## src/hw/rtl/argb_pixel_blend_unit_defines.svh

```systemverilog
// Assertion macros shared by the blend unit. Each use expects i_clk and i_rst_n in scope.
`ifndef ARGB_PIXEL_BLEND_UNIT_DEFINES_SVH
`define ARGB_PIXEL_BLEND_UNIT_DEFINES_SVH

// The consequent must hold in the same cycle as the antecedent.
`define APB_ASSERT_SAME(label, ante, cons, msg) \
    label: assert property (@(posedge i_clk) disable iff (!i_rst_n) (ante) |-> (cons)) \
        else $error(msg);

// The consequent must hold in the cycle after the antecedent.
`define APB_ASSERT_NEXT(label, ante, cons, msg) \
    label: assert property (@(posedge i_clk) disable iff (!i_rst_n) (ante) |=> (cons)) \
        else $error(msg);

`endif

```

## src/hw/rtl/apb_pkg.sv

```systemverilog
`default_nettype none

package apb_pkg;

    localparam int CHAN_W   = 8;
    localparam int NUM_CHAN = 4;
    localparam int ALPHA_CH = 3;
    localparam int PIXEL_W  = CHAN_W * NUM_CHAN;

    typedef enum logic [1:0] {
        OP_PREMUL = 2'd0,
        OP_OVER   = 2'd1,
        OP_BLEND  = 2'd2,
        OP_COPY   = 2'd3
    } t_opcode;

    // Computes (x + 127) / 255 as ((x + 128) * 0x10101) >> 24, exact for these ranges.
    function automatic logic [CHAN_W-1:0] div255_round(input logic [16:0] x);
        logic [17:0] z;
        logic [35:0] t;
        z = {1'b0, x} + 18'd128;
        t = {18'd0, z} + {10'd0, z, 8'd0} + {2'd0, z, 16'd0};
        return t[31:24];
    endfunction

endpackage

`default_nettype wire

```

## src/hw/rtl/apb_channel.sv

```systemverilog
`default_nettype none

module apb_channel (
    input  wire apb_pkg::t_opcode              i_opcode,
    input  wire                                i_keep_src,
    input  wire logic [apb_pkg::CHAN_W-1:0]    i_src,
    input  wire logic [apb_pkg::CHAN_W-1:0]    i_dst,
    input  wire logic [apb_pkg::CHAN_W-1:0]    i_src_alpha,
    output logic      [apb_pkg::CHAN_W-1:0]    o_value,
    output logic                               o_saturated
);

    logic [apb_pkg::CHAN_W-1:0]   inv_alpha;
    logic [2*apb_pkg::CHAN_W-1:0] prod_s;
    logic [2*apb_pkg::CHAN_W-1:0] prod_d;
    logic [2*apb_pkg::CHAN_W:0]   scaled_in;
    logic [apb_pkg::CHAN_W-1:0]   scaled;
    logic [apb_pkg::CHAN_W:0]     over_sum;

    assign inv_alpha = ~i_src_alpha;
    assign prod_s    = {{apb_pkg::CHAN_W{1'b0}}, i_src} * {{apb_pkg::CHAN_W{1'b0}}, i_src_alpha};
    assign prod_d    = {{apb_pkg::CHAN_W{1'b0}}, i_dst} * {{apb_pkg::CHAN_W{1'b0}}, inv_alpha};
    assign over_sum  = {1'b0, i_src} + {1'b0, scaled};
    assign scaled    = apb_pkg::div255_round(scaled_in);

    always_comb begin
        case (i_opcode)
            apb_pkg::OP_PREMUL: scaled_in = {1'b0, prod_s};
            apb_pkg::OP_BLEND:  scaled_in = {1'b0, prod_s} + {1'b0, prod_d};
            default:            scaled_in = {1'b0, prod_d};
        endcase
    end

    always_comb begin
        o_value     = i_dst;
        o_saturated = 1'b0;
        case (i_opcode)
            apb_pkg::OP_PREMUL: begin
                o_value = i_keep_src ? i_src : scaled;
            end
            apb_pkg::OP_OVER: begin
                if (over_sum[apb_pkg::CHAN_W]) begin
                    o_value     = '1;
                    o_saturated = 1'b1;
                end else begin
                    o_value = over_sum[apb_pkg::CHAN_W-1:0];
                end
            end
            apb_pkg::OP_BLEND: begin
                o_value = scaled;
            end
            default: begin
                o_value = i_dst;
            end
        endcase
    end

endmodule

`default_nettype wire

```

## src/hw/rtl/argb_pixel_blend_unit.sv

```systemverilog
// ARGB8888 pixel compositor: premultiply, premultiplied over, straight-alpha blend, or
// destination copy, selected per request. It takes one request per clock while o_stall is low
// and returns one result pixel per request, presented on the outputs through one input
// register and one result register with the channel arithmetic between them.
// Each of the four channel lanes has its own pair of 8x8 multipliers, so throughput is one
// pixel every cycle while the output is not stalled; with both registers full and the output
// stalled, o_stall rises.
`default_nettype none
`include "argb_pixel_blend_unit_defines.svh"

module argb_pixel_blend_unit (
    input  wire                                 i_clk,
    input  wire                                 i_rst_n,
    input  wire                                 i_valid,
    output logic                                o_stall,
    input  wire logic [1:0]                     i_opcode,
    input  wire logic [apb_pkg::PIXEL_W-1:0]    i_source_pixel,
    input  wire logic [apb_pkg::PIXEL_W-1:0]    i_destination_pixel,
    output logic                                o_valid,
    input  wire                                 i_stall,
    output logic      [apb_pkg::PIXEL_W-1:0]    o_result_pixel,
    output logic                                o_saturated
);

    logic                            r_in_valid;
    apb_pkg::t_opcode                r_opcode;
    logic [apb_pkg::PIXEL_W-1:0]     r_src;
    logic [apb_pkg::PIXEL_W-1:0]     r_dst;
    logic                            r_out_valid;
    logic [apb_pkg::PIXEL_W-1:0]     r_result;
    logic                            r_sat;

    logic                            n_in_valid;
    logic                            n_out_valid;
    logic [apb_pkg::PIXEL_W-1:0]     n_result;
    logic                            n_sat;

    logic                            out_adv;
    logic                            in_take;
    logic [apb_pkg::NUM_CHAN-1:0]    chan_sat;

    genvar g;
    generate
        for (g = 0; g < apb_pkg::NUM_CHAN; g++) begin : g_chan
            apb_channel u_chan (
                .i_opcode    (r_opcode),
                .i_keep_src  ((g == apb_pkg::ALPHA_CH) && (r_opcode == apb_pkg::OP_PREMUL)),
                .i_src       (r_src[g*apb_pkg::CHAN_W +: apb_pkg::CHAN_W]),
                .i_dst       (r_dst[g*apb_pkg::CHAN_W +: apb_pkg::CHAN_W]),
                .i_src_alpha (r_src[apb_pkg::ALPHA_CH*apb_pkg::CHAN_W +: apb_pkg::CHAN_W]),
                .o_value     (n_result[g*apb_pkg::CHAN_W +: apb_pkg::CHAN_W]),
                .o_saturated (chan_sat[g])
            );
        end
    endgenerate

    assign n_sat   = |chan_sat;
    assign out_adv = !r_out_valid || !i_stall;
    assign o_stall = r_in_valid && !out_adv;
    assign in_take = i_valid && !o_stall;

    always_comb begin
        n_in_valid = r_in_valid;
        if (in_take) begin
            n_in_valid = 1'b1;
        end else if (out_adv) begin
            n_in_valid = 1'b0;
        end
        n_out_valid = r_out_valid;
        if (out_adv) begin
            n_out_valid = r_in_valid;
        end
    end

    always_ff @(posedge i_clk) begin
        if (!i_rst_n) begin
            r_in_valid  <= 1'b0;
            r_out_valid <= 1'b0;
        end else begin
            r_in_valid  <= n_in_valid;
            r_out_valid <= n_out_valid;
        end
    end

    always_ff @(posedge i_clk) begin
        if (in_take) begin
            r_opcode <= apb_pkg::t_opcode'(i_opcode);
            r_src    <= i_source_pixel;
            r_dst    <= i_destination_pixel;
        end
        if (out_adv && r_in_valid) begin
            r_result <= n_result;
            r_sat    <= n_sat;
        end
    end

    assign o_valid        = r_out_valid;
    assign o_result_pixel = r_result;
    assign o_saturated    = r_sat;

    `APB_ASSERT_SAME(a_stall_full, o_stall, r_in_valid && r_out_valid, "stall with a free stage")
    `APB_ASSERT_NEXT(a_in_held, r_in_valid && !out_adv, r_in_valid, "input request dropped")
    `APB_ASSERT_NEXT(a_sat_over_only,
        r_in_valid && out_adv && (r_opcode != apb_pkg::OP_OVER),
        !r_sat, "saturation outside over")
    `APB_ASSERT_NEXT(a_opaque_blend,
        r_in_valid && out_adv && (r_opcode == apb_pkg::OP_BLEND) && (r_src[31:24] == 8'hFF),
        r_result == $past(r_src), "opaque blend differs from source")

endmodule

`default_nettype wire

```

## config.mk

```make
export PLATFORM = sky130hd
export DESIGN_NAME = argb_pixel_blend_unit
export DESIGN_NICKNAME = d
export VERILOG_FILES = /design/src/hw/rtl/apb_pkg.sv /design/src/hw/rtl/apb_channel.sv /design/src/hw/rtl/argb_pixel_blend_unit.sv
export VERILOG_INCLUDE_DIRS = /design/src /design/src/hw/rtl
export SDC_FILE = /design/constraint.sdc
export NUM_CORES = 1
export LEC_CHECK = 0
export BUFFER_PORTS_ARGS = -buffer_cell sky130_fd_sc_hd__buf_2
export CORE_MARGIN = 2
export CORE_UTILIZATION = 60
export CTS_CLUSTER_SIZE = 10
export DETAILED_ROUTE_END_ITERATION = 10
export PLACE_DENSITY = 0.91
export SYNTH_ARGS = -nofsm -noshare
export SYNTH_HDL_FRONTEND = slang
export SYNTH_SLANG_ARGS = --single-unit
export TNS_END_PERCENT = 100
```

## constraint.sdc

```tcl
create_clock -name i_clk -period 13.1 [get_ports i_clk]
set_input_delay 1.31 -clock i_clk [delete_from_list [all_inputs] [get_ports i_clk]]
set_output_delay 1.31 -clock i_clk [all_outputs]
set_load 0.02 [all_outputs]
```

After elaboration in Yosys (flattened, before gate mapping):

Cells that the tools add are included.

* register bits after elaboration: 101
* bits of input ports: 70
* output and inout port bits: 35
* word-level logic and storage cells: 72

* $add $sub $neg: 20
* $mul: 8
* equality and inequality tests: 2
* multiplexer cells: 22
* bitwise operators: 1
* reduce and logical (&&, ||, !) cells: 12

Operator list (number)
* $pmux 17 s2: 4
* $add 32x32->32: 4
* $mul 8x8->16: 8
* $add 18x26->27: 4
* $add 17x8->18 const B: 4
* $add 16x16->17: 4
* $pmux 8 s2: 3
* $add 8x8->9: 4
* $mux 8: 4
* $pmux 8 s3: 1
* $mux 1: 10
* $not 8->8: 1
* $logic_not 1->1: 4
* $reduce_or 4->1: 1
* $logic_and 1x1->1: 3
* $eq 2x1->1 const B: 1
* $eq 2x2->1 const B: 1
* $logic_not 2->1: 1
* $reduce_bool 2->1: 1
* $reduce_or 2->1: 1
* $logic_or 1x1->1: 1

Longest topological paths before layout:

* word-level depth: 11
* gate-level depth with buffers: 65
* mapped depth without buffers: 61

Hierarchy:

Synthesis repeated with hierarchy kept, for this count alone.

* cell total of the unflattened synthesis: 3633
* area total of the unflattened synthesis: 31193.7 um2

By module, submodules not included
* apb_channel at g_chan[0].u_chan ...: instances 2, cells an instance 881, area an instance 7011.7 um2, seq. area each 0.0 um2
* apb_channel at g_chan[3].u_chan: instances 1, cells an instance 893, area an instance 7059.3 um2, seq. area each 0.0 um2
* apb_channel at g_chan[2].u_chan: instances 1, cells an instance 868, area an instance 7044.3 um2, seq. area each 0.0 um2
* argb_pixel_blend_unit: instances 1, cells an instance 110, area an instance 3066.7 um2, seq. area each 3012.9 um2

Least setup slack after synthesis:

OpenSTA, ideal clock, no wires.

* path type: flip-flop to flip-flop
* from: register r_src[26] in the netlist's numbering
* to: register r_result (netlist bit o_result_pixel[16]), data pin
* setup time: 0.257 ns
* arrival time: 12.290 ns
* required time: 12.843 ns
* slack: 0.553 ns
* cell stages (with the launch flop): 65
* buffers on the path: 5
* clock period less this slack: 12.547 ns
* cell sequence: edfxtp_1 -> clkbuf_1 -> inv_1 -> clkbuf_1 -> nand2_1 -> fa_1 -> fa_1 -> inv_1 -> fa_1 -> inv_1 -> fa_1 -> inv_1 -> ha_1 -> o21ai_0 -> nor2_1 -> o21a_1 -> nor2_1 -> xnor2_1 -> [29 not listed] -> nor2_1 -> nor2_1 -> nor2b_1 -> nor2_1 -> xnor2_1 -> ha_1 -> nor2b_1 -> o21ai_1 -> a21boi_0 -> o21ai_0 -> nand2b_1 -> and2_1 -> o21ai_1 -> nand2b_1 -> clkbuf_1 -> or3_1 -> o211ai_1 -> nand2_1

* cells in the longest elaborated chain, start to end: 10
* elaborated cells between the ends (all ways): 11
* those cells by class: add/sub: 5; mul: 2; mux: 3; bitwise: 1

RTL lines
* from (decl): RTL line argb_pixel_blend_unit.sv:27 `logic [apb_pkg::PIXEL_W-1:0] r_src;`
* from (signal assigned): RTL line argb_pixel_blend_unit.sv:88 `r_src <= i_source_pixel;`
* $not 8->8: RTL line apb_channel.sv:20 `assign inv_alpha = ~i_src_alpha;`
* $mul 8x8->16: RTL line apb_channel.sv:22 `assign prod_d = {{apb_pkg::CHAN_W{1'b0}}, i_dst} * {{apb_pkg::CHAN_W{1'b0}}, inv_alpha};`
* $add 16x16->17: RTL line apb_channel.sv:29 `apb_pkg::OP_BLEND: scaled_in = {1'b0, prod_s} + {1'b0, prod_d};`
* $pmux 17 s2 (*): RTL line apb_channel.sv:27 `case (i_opcode)`
* $add 17x8->18 (*): RTL line apb_pkg.sv:21 `z = {1'b0, x} + 18'd128;`
* $add 18x26->27: RTL line apb_pkg.sv:22 `t = {18'd0, z} + {10'd0, z, 8'd0} + {2'd0, z, 16'd0};`
* $add 32x32->32 (*): RTL line apb_pkg.sv:22
* $add 8x8->9: RTL line apb_channel.sv:23 `assign over_sum = {1'b0, i_src} + {1'b0, scaled};`
* $mux 8: RTL line apb_channel.sv:42 `if (over_sum[apb_pkg::CHAN_W]) begin`
* $pmux 8 s2 (*): RTL line apb_channel.sv:37 `case (i_opcode)`
* named net g_chan[2].u_chan.o_value (one bit): RTL line apb_channel.sv:9 `output logic [apb_pkg::CHAN_W-1:0] o_value,`
* to (signal assigned): RTL line argb_pixel_blend_unit.sv:92 `r_result <= n_result;`
* to (decl): RTL line argb_pixel_blend_unit.sv:30 `logic [apb_pkg::PIXEL_W-1:0] r_result;`

Mark *: on every way through the listed nets, which the timed path passes. The rest lies on a longest branch.
A chain may end at the register's enable or synchronous reset.

Worst setup path after layout:

* from: register r_src[28] in the netlist's numbering
* to: register r_result (netlist bit o_result_pixel[16]), data pin

Same word-level chain as after synthesis.

==> impl_metrics.prom <==
# TYPE chip_impl_metric gauge
chip_impl_metric{name="synth_async_sr_flop_share",unit="%"} 0
chip_impl_metric{name="ant_nets",unit=""} 0
chip_impl_metric{name="track_usage",unit="%"} 33.5
chip_impl_metric{name="timing.critical_path.required",unit="ns"} 13.27
chip_impl_metric{name="synth-seq-cells",unit=""} 101
chip_impl_metric{name="place.detailed.instances",unit=""} 4142
chip_impl_metric{name="maxCapViolations",unit=""} 0
chip_impl_info{name="critPathKind",value="register to register"} 1
chip_impl_info{name="cpMaxStageDelayCell",value="sky130_fd_sc_hd__or4b_4"} 1
chip_impl_metric{name="timing.hold.worst_path_depth",unit=""} 2
chip_impl_info{name="busiest_layer",value="met2"} 1
chip_impl_info{name="timing.critical_path.to_type",value="register"} 1
chip_impl_info{name="holdCritPathClass",value="register to register"} 1
chip_impl_metric{name="routed_wire_length_per_instance",unit="microns"} 20.4
chip_impl_metric{name="fmaxAchievable",unit="GHz"} 0.0769
chip_impl_metric{name="via_count_of_the_first_global_routing_pass",unit=""} 26200
chip_impl_metric{name="postCtsHoldBufs",unit=""} 0
chip_impl_info{name="cts_tree",value="yes"} 1
chip_impl_metric{name="ys_seq_area_share",unit="%"} 10.3
chip_impl_metric{name="die_area",unit="sq um"} 50500
chip_impl_info{name="rr_startpoint",value="r_src[28]$_DFFE_PP_"} 1
chip_impl_metric{name="die_y",unit="microns"} 225
chip_impl_info{name="synth-main-ff-cell",value="sky130_fd_sc_hd__edfxtp_1"} 1
chip_impl_metric{name="instances_no_fill",unit=""} 4192
chip_impl_info{name="worst_setup_path_startpoint",value="r_src[28]$_DFFE_PP_"} 1
chip_impl_metric{name="number_of_design_rule_violations_left_after_detail_routing",unit=""} 0
chip_impl_info{name="layout_common_cells",value="489 x sky130_fd_sc_hd__inv_1, 443 x sky130_fd_sc_hd__ha_1, 283 x sky130_fd_sc_hd__fa_1"} 1
chip_impl_metric{name="finalWeightedCongestion",unit=""} 0.993
chip_impl_metric{name="portBuffers",unit=""} 104
chip_impl_metric{name="gr-usage-met2",unit="%"} 54.9
chip_impl_metric{name="use_met1",unit="%"} 41.9
chip_impl_metric{name="drt-vias-per-instance",unit=""} 6.28
chip_impl_metric{name="drt_pass1_iterations",unit=""} 9
chip_impl_info{name="endpoint",value="o_result_pixel[16]$_DFFE_PP_"} 1
chip_impl_metric{name="numCtsBuffers",unit=""} 9
chip_impl_metric{name="initial_utilization",unit="%"} 61.0
chip_impl_metric{name="area.growth.synth_to_final",unit="%"} 8.55
chip_impl_metric{name="final_setup_violation_count",unit=""} 0
chip_impl_metric{name="timing_hold_violations_final",unit=""} 0
chip_impl_metric{name="r2r_cells",unit=""} 57
chip_impl_metric{name="design.final.nets",unit=""} 4377
chip_impl_metric{name="detailroute.via_count",unit=""} 26300
chip_impl_metric{name="synth.avg_cell_area",unit="sq um"} 8.46
chip_impl_info{name="layout.cells.most_common",value="sky130_fd_sc_hd__inv_1"} 1
chip_impl_info{name="outcome",value="complete, no violations"} 1
chip_impl_metric{name="drt-initial-drc-count",unit=""} 2341
chip_impl_metric{name="grt_max_degree",unit=""} 67
chip_impl_metric{name="grt_util_met3",unit="%"} 5.77
chip_impl_metric{name="io_pins",unit=""} 105
chip_impl_info{name="top_area_cells_in_the_synthesized_netlist",value="sky130_fd_sc_hd__ha_1 19%, sky130_fd_sc_hd__fa_1 19%, sky130_fd_sc_hd__edfxtp_1 10%, sky130_fd_sc_hd__inv_1 6.3%, sky130_fd_sc_hd__xnor2_1 4.3%"} 1
chip_impl_info{name="synth_top_area_cell",value="sky130_fd_sc_hd__ha_1"} 1
chip_impl_metric{name="cts.sink_count",unit=""} 101
chip_impl_metric{name="post-route-min-period",unit="ns"} 13.01
chip_impl_metric{name="globalRoute.totalOverflow",unit=""} 0
chip_impl_metric{name="worst_ep_arrival_time",unit="ns"} 13.18
chip_impl_metric{name="clock_insertion_delay_at_the_later_pin_of_the_skew_report",unit="ns"} 0.43
chip_impl_info{name="clock-root-buffer",value="sky130_fd_sc_hd__clkbuf_16"} 1
chip_impl_metric{name="fp.dieW",unit="microns"} 225
chip_impl_metric{name="synth_enable_flop_cells",unit=""} 99
chip_impl_metric{name="antenna_found_initial",unit=""} 0
chip_impl_metric{name="synth_warnings",unit=""} 0
chip_impl_metric{name="cpPeakStageDelay",unit="ns"} 0.58
chip_impl_metric{name="synth_cells",unit=""} 3457
chip_impl_metric{name="yosys_cell_types",unit=""} 95
chip_impl_metric{name="detailed_place_hpwl",unit="microns"} 64800
chip_impl_metric{name="yosysTopAreaCellShare",unit="%"} 19.4
chip_impl_metric{name="crit_fanout",unit=""} 8
chip_impl_metric{name="clock-skew-final",unit="ns"} 0.0252
chip_impl_metric{name="cts_htree_levels",unit=""} 3
chip_impl_info{name="rr_endpoint",value="o_result_pixel[16]$_DFFE_PP_"} 1
chip_impl_metric{name="timing.final.max_slew_violations",unit=""} 0
chip_impl_metric{name="tightest_slew",unit="ns"} 1.13
chip_impl_metric{name="grt_pass1_wl",unit="microns"} 133000
chip_impl_metric{name="drive_gt1_share",unit="%"} 10.1
chip_impl_info{name="crit_path_frequent_cell",value="sky130_fd_sc_hd__fa_1"} 1
chip_impl_info{name="worstSetupStartpointType",value="register"} 1
chip_impl_metric{name="placementRows",unit=""} 80
chip_impl_metric{name="timing.reg2reg.setup_slack",unit="ns"} 0.09
chip_impl_metric{name="slew_headroom",unit="%"} 24.5
chip_impl_metric{name="cts_max_path_buffers",unit=""} 2
chip_impl_metric{name="drt-total-wl",unit="microns"} 85700
chip_impl_metric{name="coreArea",unit="sq um"} 47900
chip_impl_metric{name="post_synth_instance_area",unit="sq um"} 29200
chip_impl_metric{name="final.period_utilization",unit="%"} 99.3
chip_impl_metric{name="clk_pin_slew_worst_paths",unit="ns"} 0.10
## cell type report
type | count | area, sq um
clock inverters | 5 | 41.3
diodes | 1 | 2.50
fillers | 3622 | 16200
flip-flops and latches | 101 | 3010
well taps | 615 | 769
repair buffers | 207 | 1400
inverters | 492 | 1850
multi-input cells | 2760 | 24400
clock buffers | 11 | 233
## per-layer routing
metal / vias up / share of wire [%]
met5: - / 0
met4: 0 / 6.6
met3: 371 / 9.7
met2: 1456 / 45
met1: 12500 / 38
li1: 12000 / -
## critical path: cells and delay by family (launching register included)
kind,cells,cell delay [ns]
compound gates,16,2.77
xor+xnor,4,0.67
fa+ha+maj,9,3.35
buf+inv,4,0.43
flops,1,0.47
simple gates,24,5.02
## cell usage after synthesis, types with 59 or more instances
master,number
sky130_fd_sc_hd__o21ai_0,143
sky130_fd_sc_hd__nor2_1,216
sky130_fd_sc_hd__clkbuf_1,97
sky130_fd_sc_hd__nor2b_1,200
sky130_fd_sc_hd__nand2_1,214
sky130_fd_sc_hd__ha_1,453
sky130_fd_sc_hd__fa_1,283
sky130_fd_sc_hd__edfxtp_1,99
sky130_fd_sc_hd__and2_1,161
sky130_fd_sc_hd__xor2_1,75
sky130_fd_sc_hd__a21o_1,65
sky130_fd_sc_hd__xnor2_1,143
sky130_fd_sc_hd__a21oi_1,156
sky130_fd_sc_hd__nand2b_1,59
sky130_fd_sc_hd__inv_1,492
## worst min path at each step
stage | startpoint | to | slack, ns
floorplan | r_in_valid$_SDFFE_PN0P_ | o_valid$_SDFFE_PN0N_ | 0.47
global placement | r_in_valid$_SDFFE_PN0P_ | o_valid$_SDFFE_PN0N_ | 0.49
detailed placement | r_in_valid$_SDFFE_PN0P_ | o_valid$_SDFFE_PN0N_ | 0.51
CTS | r_in_valid$_SDFFE_PN0P_ | o_valid$_SDFFE_PN0N_ | 0.53
global route | r_in_valid$_SDFFE_PN0P_ | o_valid$_SDFFE_PN0N_ | 0.61
finish | r_in_valid$_SDFFE_PN0P_ | o_valid$_SDFFE_PN0N_ | 0.53
## through the flow
step	area (sq um)	setup TNS [ns]	utilization (%)	hold slack (ns)	worst slack, ns
floorplan	29300	0	-	0.466	0.553
global placement	30800	0	64.1	0.494	0.0849
detailed placement	30800	-0.637	64.1	0.511	-0.0959
CTS	31100	0	64.8	0.533	0.0529
global route	31700	-2.54	66.2	0.606	-0.317
finish	31700	0	66.2	0.530	0.0918
## sequential cells by signal, indices dropped and copies added, names as in the netlist
signal,flops
o_saturated,1
r_dst,32
o_valid,1
r_in_valid,1
o_result_pixel,32
r_opcode,2
r_src,32
## cell families after synthesis
family / after synthesis / synth area share [%]
and+or+nand+nor: 1049 / 18.8
buffers and inverters: 605 / 7.77
xor gates and xnor gates: 220 / 6.68
muxes: 47 / 1.83
other: 1 / 0.0128
adders and majority gates: 736 / 38.8
AOI/OAI and AO/OA: 698 / 15.8
DFF: 101 / 10.3
## repair_timing
action / CTS / global route
pin swaps: 0 / 35
gates resized for setup: 5 / 103
gates cloned: 0 / 1
setup endpoints to repair: 15 / 33
buffers inserted: 1 / 31
Power is left out: the tool's default activity adds up to more than one toggle a clock period on the data nets, which glitch-free logic cannot reach.
